==> config.mk <==
export PLATFORM = sky130hd
export DESIGN_NAME = miller_rabin_prime_test_64_unit
export DESIGN_NICKNAME = d
export VERILOG_FILES = /design/src/sv/mrpt_pkg.sv /design/src/sv/mrpt_modmul.sv /design/src/sv/miller_rabin_prime_test_64_unit.sv
export SDC_FILE = /design/constraint.sdc
export NUM_CORES = 2
export LEC_CHECK = 0
export ABC_CLOCK_PERIOD_IN_PS = 13100
export BUFFER_PORTS_ARGS = -buffer_cell sky130_fd_sc_hd__buf_4
export CORE_MARGIN = 2
export CORE_UTILIZATION = 56
export DETAILED_ROUTE_END_ITERATION = 16
export GPL_TIMING_DRIVEN = 1
export PLACE_DENSITY = 0.79
export SYNTH_ARGS = -nofsm -noshare
export SYNTH_HDL_FRONTEND = slang
export SYNTH_HIERARCHICAL = 1
export SYNTH_SLANG_ARGS = --single-unit
==> constraint.sdc <==
create_clock -name clk -period 13.1 [get_ports clk]
set_input_delay 2.62 -clock clk [delete_from_list [all_inputs] [get_ports clk]]
set_output_delay 2.62 -clock clk [all_outputs]
set_load 0.005 [all_outputs]
==> src/sv/mrpt_pkg.sv <==
// ============================================================================
// mrpt_pkg: shared types and constants
// Widths, witness base tables and sequencer states for the primality tester.
// ============================================================================
package mrpt_pkg;

  localparam int NUM_WIDTH = 63;
  localparam int CNT_WIDTH = 6;
  localparam int BASE_IDX_WIDTH = 3;
  localparam int NUM_SMALL_BASES = 3;
  localparam int NUM_LARGE_BASES = 7;
  localparam logic [NUM_WIDTH-1:0] SMALL_LIMIT = NUM_WIDTH'(64'd2147483647);

  typedef logic [NUM_WIDTH-1:0] num_t;

  // Modular multiplier control.
  typedef struct packed {
    logic start;
    num_t a;
    num_t b;
    num_t m;
  } mm_req_t;

  typedef struct packed {
    logic done;
    num_t prod;
  } mm_rsp_t;

  function automatic num_t base_value(input logic big_set,
                                      input logic [BASE_IDX_WIDTH-1:0] idx);
    logic [31:0] v;
    v = 32'd0;
    if (!big_set) begin
      unique case (idx)
        3'd0: v = 32'd2;
        3'd1: v = 32'd7;
        3'd2: v = 32'd61;
        default: v = 32'd0;
      endcase
    end else begin
      unique case (idx)
        3'd0: v = 32'd2;
        3'd1: v = 32'd325;
        3'd2: v = 32'd9375;
        3'd3: v = 32'd28178;
        3'd4: v = 32'd450775;
        3'd5: v = 32'd9780504;
        3'd6: v = 32'd1795265022;
        default: v = 32'd0;
      endcase
    end
    return NUM_WIDTH'(v);
  endfunction

  typedef enum logic [10:0] {
    ST_IDLE   = 11'b00000000001,
    ST_BASE   = 11'b00000000010,
    ST_RED    = 11'b00000000100,
    ST_PSTEP  = 11'b00000001000,
    ST_PMUL   = 11'b00000010000,
    ST_PSQR   = 11'b00000100000,
    ST_CHK    = 11'b00001000000,
    ST_SQ     = 11'b00010000000,
    ST_SQCHK  = 11'b00100000000,
    ST_NEXT   = 11'b01000000000,
    ST_OUT    = 11'b10000000000
  } state_t;

endpackage

==> src/sv/mrpt_modmul.sv <==
// ============================================================================
// mrpt_modmul: shift-and-add modular multiplier
// Computes a*b mod m one bit of b per cycle, for a, b < m.
// ============================================================================
module mrpt_modmul
  import mrpt_pkg::*;
(
  input  logic    clk,
  input  logic    rst_n,
  input  mm_req_t req,
  output mm_rsp_t rsp
);

  num_t a_r, a_nxt, b_r, b_nxt, m_r, acc_r, acc_nxt;
  logic busy_r, busy_nxt, done_r, done_nxt;
  logic [NUM_WIDTH:0] sum_acc, sum_dbl;

  always_comb begin
    sum_acc = {1'b0, acc_r} + {1'b0, a_r};
    sum_dbl = {1'b0, a_r} + {1'b0, a_r};
    acc_nxt = acc_r;
    a_nxt = a_r;
    b_nxt = b_r;
    busy_nxt = busy_r;
    done_nxt = 1'b0;
    if (req.start) begin
      acc_nxt = '0;
      a_nxt = req.a;
      b_nxt = req.b;
      busy_nxt = 1'b1;
    end else if (busy_r) begin
      if (b_r == '0) begin
        busy_nxt = 1'b0;
        done_nxt = 1'b1;
      end else begin
        if (b_r[0]) begin
          acc_nxt = (sum_acc >= {1'b0, m_r}) ? NUM_WIDTH'(sum_acc - {1'b0, m_r})
                                            : NUM_WIDTH'(sum_acc);
        end
        a_nxt = (sum_dbl >= {1'b0, m_r}) ? NUM_WIDTH'(sum_dbl - {1'b0, m_r})
                                        : NUM_WIDTH'(sum_dbl);
        b_nxt = b_r >> 1;
      end
    end
  end

  always_ff @(posedge clk) begin
    if (!rst_n) begin
      busy_r <= 1'b0;
      done_r <= 1'b0;
    end else begin
      busy_r <= busy_nxt;
      done_r <= done_nxt;
    end
    acc_r <= acc_nxt;
    a_r <= a_nxt;
    b_r <= b_nxt;
    if (req.start) m_r <= req.m;
  end

  assign rsp.done = done_r;
  assign rsp.prod = acc_r;

  property p_done_after_busy;
    @(posedge clk) disable iff (!rst_n) done_r |-> !busy_r;
  endproperty
  a_done_after_busy: assert property (p_done_after_busy) else $error("done while busy");

  property p_acc_below_mod;
    @(posedge clk) disable iff (!rst_n) done_r |-> (acc_r < m_r);
  endproperty
  a_acc_below_mod: assert property (p_acc_below_mod) else $error("product not reduced");

  property p_start_busy;
    @(posedge clk) disable iff (!rst_n) req.start |=> busy_r;
  endproperty
  a_start_busy: assert property (p_start_busy) else $error("start did not arm");

endmodule

==> src/sv/miller_rabin_prime_test_64_unit.sv <==
// ============================================================================
// miller_rabin_prime_test_64_unit: deterministic 63-bit primality tester
// Runs strong-probable-prime tests with fixed witness sets on one candidate.
// ============================================================================
// One candidate beat is taken, tested, and one is_prime beat is returned. Values
// below 2 and even values are decided in the idle state without a base test. Odd
// values up to 2^31-1 are tested against bases 2, 7 and 61, larger ones against
// seven bases. All modular products go through one shift-and-add modular
// multiplier; a test ends as soon as one base shows the candidate composite.
// The block is not ready while a candidate is in work or while its result
// waits to be taken.
module miller_rabin_prime_test_64_unit
  import mrpt_pkg::*;
(
  input  logic                 clk,
  input  logic                 rst_n,
  input  logic                 in_valid,
  output logic                 in_ready,
  input  logic [NUM_WIDTH-1:0] in_number,
  output logic                 out_valid,
  input  logic                 out_ready,
  output logic                 out_is_prime
);

  state_t state_r, state_nxt;
  num_t n_r, n_nxt, d_r, d_nxt, e_r, e_nxt, x_r, x_nxt, b_r, b_nxt;
  logic [CNT_WIDTH-1:0] s_r, s_nxt, i_r, i_nxt;
  logic [BASE_IDX_WIDTH-1:0] bidx_r, bidx_nxt;
  logic large_r, large_nxt, res_r, res_nxt;
  num_t nm1, base_raw, base_red;
  mm_req_t mm_req;
  mm_rsp_t mm_rsp;

  mrpt_modmul u_modmul (.clk(clk), .rst_n(rst_n), .req(mm_req), .rsp(mm_rsp));

  assign nm1 = n_r - NUM_WIDTH'(1);
  assign base_raw = base_value(large_r, bidx_r);
  // All bases are below 2^31, so a base can exceed n only when n is small;
  // such a base is reduced by repeated subtraction below.
  assign base_red = base_raw;

  assign in_ready = (state_r == ST_IDLE);
  assign out_valid = (state_r == ST_OUT);
  assign out_is_prime = res_r;

  always_comb begin
    state_nxt = state_r;
    n_nxt = n_r; d_nxt = d_r; e_nxt = e_r; x_nxt = x_r; b_nxt = b_r;
    s_nxt = s_r; i_nxt = i_r; bidx_nxt = bidx_r;
    large_nxt = large_r; res_nxt = res_r;
    mm_req.start = 1'b0;
    mm_req.a = x_r;
    mm_req.b = x_r;
    mm_req.m = n_r;
    unique case (state_r)
      ST_IDLE: begin
        if (in_valid) begin
          n_nxt = in_number;
          large_nxt = (in_number > SMALL_LIMIT);
          bidx_nxt = '0;
          res_nxt = 1'b1;
          if (in_number < NUM_WIDTH'(2)) begin
            res_nxt = 1'b0; state_nxt = ST_OUT;
          end else if (!in_number[0]) begin
            res_nxt = (in_number == NUM_WIDTH'(2)); state_nxt = ST_OUT;
          end else begin
            d_nxt = in_number - NUM_WIDTH'(1);
            s_nxt = '0;
            state_nxt = ST_BASE;
          end
        end
      end
      ST_BASE: begin
        // Strip trailing zeros of n-1 one bit per cycle (only first base).
        if (!d_r[0]) begin
          d_nxt = d_r >> 1;
          s_nxt = s_r + CNT_WIDTH'(1);
        end else begin
          b_nxt = base_red;
          state_nxt = ST_RED;
        end
      end
      ST_RED: begin
        if (b_r >= n_r) b_nxt = b_r - n_r;
        else if (b_r == '0) state_nxt = ST_NEXT;
        else begin
          x_nxt = NUM_WIDTH'(1);
          e_nxt = d_r;
          state_nxt = ST_PSTEP;
        end
      end
      ST_PSTEP: begin
        if (e_r == '0) state_nxt = ST_CHK;
        else if (e_r[0]) begin
          mm_req.start = 1'b1; mm_req.a = x_r; mm_req.b = b_r;
          state_nxt = ST_PMUL;
        end else begin
          mm_req.start = 1'b1; mm_req.a = b_r; mm_req.b = b_r;
          state_nxt = ST_PSQR;
        end
      end
      ST_PMUL: begin
        if (mm_rsp.done) begin
          x_nxt = mm_rsp.prod;
          mm_req.start = 1'b1; mm_req.a = b_r; mm_req.b = b_r;
          state_nxt = ST_PSQR;
        end
      end
      ST_PSQR: begin
        if (mm_rsp.done) begin
          b_nxt = mm_rsp.prod;
          e_nxt = e_r >> 1;
          state_nxt = ST_PSTEP;
        end
      end
      ST_CHK: begin
        i_nxt = CNT_WIDTH'(1);
        if (x_r == NUM_WIDTH'(1) || x_r == nm1) state_nxt = ST_NEXT;
        else state_nxt = ST_SQCHK;
      end
      ST_SQCHK: begin
        if (i_r >= s_r) begin
          res_nxt = 1'b0; state_nxt = ST_OUT;
        end else begin
          mm_req.start = 1'b1; mm_req.a = x_r; mm_req.b = x_r;
          state_nxt = ST_SQ;
        end
      end
      ST_SQ: begin
        if (mm_rsp.done) begin
          x_nxt = mm_rsp.prod;
          i_nxt = i_r + CNT_WIDTH'(1);
          if (mm_rsp.prod == nm1) state_nxt = ST_NEXT;
          else state_nxt = ST_SQCHK;
        end
      end
      ST_NEXT: begin
        if ((!large_r && bidx_r == BASE_IDX_WIDTH'(NUM_SMALL_BASES - 1)) ||
            (large_r && bidx_r == BASE_IDX_WIDTH'(NUM_LARGE_BASES - 1))) begin
          state_nxt = ST_OUT;
        end else begin
          bidx_nxt = bidx_r + BASE_IDX_WIDTH'(1);
          state_nxt = ST_BASE;
        end
      end
      ST_OUT: begin
        if (out_ready) state_nxt = ST_IDLE;
      end
      default: state_nxt = ST_IDLE;
    endcase
  end

  always_ff @(posedge clk) begin
    if (!rst_n) begin
      state_r <= ST_IDLE;
    end else begin
      state_r <= state_nxt;
    end
    n_r <= n_nxt; d_r <= d_nxt; e_r <= e_nxt; x_r <= x_nxt; b_r <= b_nxt;
    s_r <= s_nxt; i_r <= i_nxt; bidx_r <= bidx_nxt;
    large_r <= large_nxt; res_r <= res_nxt;
  end

  property p_onehot;
    @(posedge clk) disable iff (!rst_n) $onehot(state_r);
  endproperty
  a_onehot: assert property (p_onehot) else $error("state not one-hot");

  property p_odd_in_test;
    @(posedge clk) disable iff (!rst_n) (state_r == ST_PSTEP) |-> n_r[0];
  endproperty
  a_odd_in_test: assert property (p_odd_in_test) else $error("even modulus in test");

  property p_wait_only_in_mul;
    @(posedge clk) disable iff (!rst_n)
      mm_rsp.done |-> (state_r == ST_PMUL || state_r == ST_PSQR || state_r == ST_SQ);
  endproperty
  a_wait_only_in_mul: assert property (p_wait_only_in_mul) else $error("stray product");

endmodule
==> impl_metrics.json <==
{
  "status": "finished, final reports clean",
  "finalSetupTns_ns": 0,
  "grt_pass1_vias": 39900,
  "grt-ovfl-total": 0,
  "worst_path_largest_cell_delay_ns": 0.78,
  "via_count": 43420,
  "timing.fmax_ghz": 0.1374,
  "grt_pass1_wl_mm": 264.4,
  "grt_use_total": 0.4161,
  "final.min_clock_period_ns": 7.276,
  "clockBufferDepth": 3,
  "ctsResizeCount": 0,
  "synth-edff-count": 521,
  "setup_viol": 0,
  "syn_nets": 5594,
  "fin_hold_ws_ns": 0.5103,
  "hold_viol": 0,
  "end_kind": "flop",
  "synth-seq-cells": 597,
  "place_area_um2": 48060,
  "ys_warn_count": 6,
  "core_area_um2": 83290,
  "synth.largest_area_cell": "edfxtp_1",
  "final_util": 0.6051,
  "h-tree-depth": 3,
  "crit_arrival_ns": 7.75,
  "worstPathMaxFanout": 59,
  "die_h_um": 293.3,
  "synth.distinct_cells": 103,
  "required_ns": 13.57,
  "fin_area_um2": 50400,
  "maxSlewHeadroom": 0.1196,
  "async_flop_share": 0,
  "drc": 0,
  "rsz0062_at_grt": "no",
  "crit_chain": "ha_1, o211ai_1, o21ai_1, o211ai_1, a21boi_1, o21ai_1, a211oi_1, nor2_1, o31a_1, o21ai_0, xor2_1, ha_1, nand4_1, nor2_1, nand2_1, nor4b_1, nand2_1, o211a_2, o31a_1, o21ai_4, buf_4, o21ai_0, o211ai_1, a21oi_1",
  "cp_common_cell": "o211ai_1",
  "multi_input_area_um2": 27710,
  "wl_per_cell_um": 29.16,
  "areaGrowthSynthToFinish_pct": 7.542,
  "max_cap_violations": 0,
  "drive_gt1_frac": 0.09300,
  "io_pins": 70,
  "seq_area_um2": 17170,
  "slew_viol_final": 0,
  "cts_sinks": 597,
  "skew_ns": 0.04067,
  "dr.pass1.iters": 6,
  "synth_top_area_frac": 0.3338,
  "start_kind": "flop",
  "die_w_um": 293.3,
  "clk_pin_slew_ns": 0.07,
  "cts.hold.buffers_added": 0,
  "hp-class": "reg2reg",
  "tightest_slew_ns": 1.287,
  "ys_seq_area_frac": 0.3663,
  "power_density_nw_per_um2": 105.9,
  "syn_area_per_cell_um2": 8.920,
  "period_share": 0.5554,
  "via_per_inst": 6.896,
  "grt_antenna_before_repair": 6,
  "port_buffers": 69,
  "synth_common_cells": "nand2_1 (564), edfxtp_1 (521), a21oi_1 (462), o21ai_0 (280), xnor2_1 (280)",
  "power.leakage_nw": 18.53,
  "rows": 106,
  "finalNetCount": 5499,
  "synthCells": 5254,
  "peakVddDrop_mv": 0.1327,
  "drt_wl_total_mm": 183.6,
  "grt_max_degree": 131,
  "die_area_um2": 86020,
  "numCtsBuffers": 71,
  "cts_tree": "done",
  "synthTopCellsByArea": "edfxtp_1 (33%), ha_1 (7.2%), xnor2_1 (5.2%)",
  "path_buf_inv": 1,
  "slowest_stage": "buf_4",
  "yosysMostFrequentCell": "nand2_1",
  "start_util": 0.5627,
  "critPathKind": "reg2reg",
  "ys.flop_type": "edfxtp_1",
  "worst_skew_pair.late_latency_ns": 0.66,
  "fillers": 7312,
  "path_delay_family": "compound AO/OA/AOI/OAI gates",
  "dr.first_iter.drc_count": 5989,
  "clockRootBuffer": "clkbuf_16",
  "place_congestion": 1.067,
  "syn_area_um2": 46870,
  "cts_setup_buffers": 0,
  "dp_hpwl_mm": 142.7,
  "ant_nets": 0
}
state kept, by name, indices dropped and copies added (netlist names), 11 cells and up:
register and cells:
state_r 11, u_modmul/b_r 63, u_modmul/acc_r 63, d_r 63, u_modmul/m_r 63, x_r 63, b_r 63, n_r 63
u_modmul/a_r 63, e_r 63
through the flow:
step / cells / worst slack [ns] / power, W
2_1_floorplan: 5254 / 2.489 / 0.002948
3_3_place_gp: 6166 / 6.201 / 0.003289
3_5_place_dp: 6166 / 6.086 / 0.003294
4_1_cts: 6295 / 6.040 / 0.005304
5_1_grt: 6295 / 5.513 / 0.005482
6_report: 6296 / 5.824 / 0.005339
path summary, 6_finish.rpt:
check                    startpoint                 to  slack, ns  cells past startpoint
setup / recovery  u_modmul/acc_r[2]  u_modmul/acc_r[7]       5.82                     24
hold reg to reg     u_modmul/busy_r    u_modmul/done_r       0.51                      1
hold / removal      u_modmul/busy_r    u_modmul/done_r       0.51                      1
setup reg to reg  u_modmul/acc_r[2]  u_modmul/acc_r[7]       5.82                     24
cell type report:
| class | instances | area share |
|---|---|---|
| inverter | 261 | 0.01944 |
| antenna | 1 | 0.00004965 |
| clock buffer | 87 | 0.03726 |
| tap | 1080 | 0.02681 |
| multi-input combinational | 4116 | 0.5498 |
| timing repair buffer | 112 | 0.01693 |
| clock inverter | 42 | 0.009136 |
| sequential | 597 | 0.3406 |
power by group:
group	switching, W	internal [W]	leakage, nW
Combinational	0.000619	0.000354	12.2
Clock	0.000881	0.00115	1.13
Sequential	0.000161	0.00217	5.22
layer usage:
layer  wire length, um  part of all wire  global-route usage  vias to the layer above
met5                45           0.00025                   0                        -
met4             11140             0.061              0.2127                        8
met3             21420              0.12             0.08177                      467
met2             75290              0.41              0.5974                     2853
met1             75690              0.41              0.5948                    20770
li1                  -                 -                   -                    19320
layout by cell type (no fill, tap or decap), types with 52 or more instances in the layout:
cell / n
xnor2_1: 280
a211oi_1: 73
a21oi_1: 462
inv_1: 258
nor2b_1: 85
edfxtp_1: 521
ha_1: 269
dfxtp_1: 76
nand3_1: 132
nor2_1: 275
nand2_1: 562
buf_4: 111
o21bai_1: 52
mux2_2: 195
nor4_1: 125
clkbuf_16: 72
o21ai_1: 77
o21ai_0: 279
xor2_1: 162
o21a_1: 56
nand4_1: 151
nor3_1: 112
a21o_1: 137
cells by family (layout without fill, tap and decap cells):
group,after synthesis,after routing,share of synthesized area
multiplexers,238,238,0.05609
adder cells (fa/ha/maj),273,273,0.07352
AO/OA/AOI/OAI,1451,1451,0.1933
buffers and inverters,541,502,0.04469
other,0,1,0
flip-flops,597,597,0.3663
XOR/XNOR,446,446,0.08452
AND/OR/NAND/NOR,1708,1708,0.1815
No activity file was read; power rests on OpenSTA's default activity.
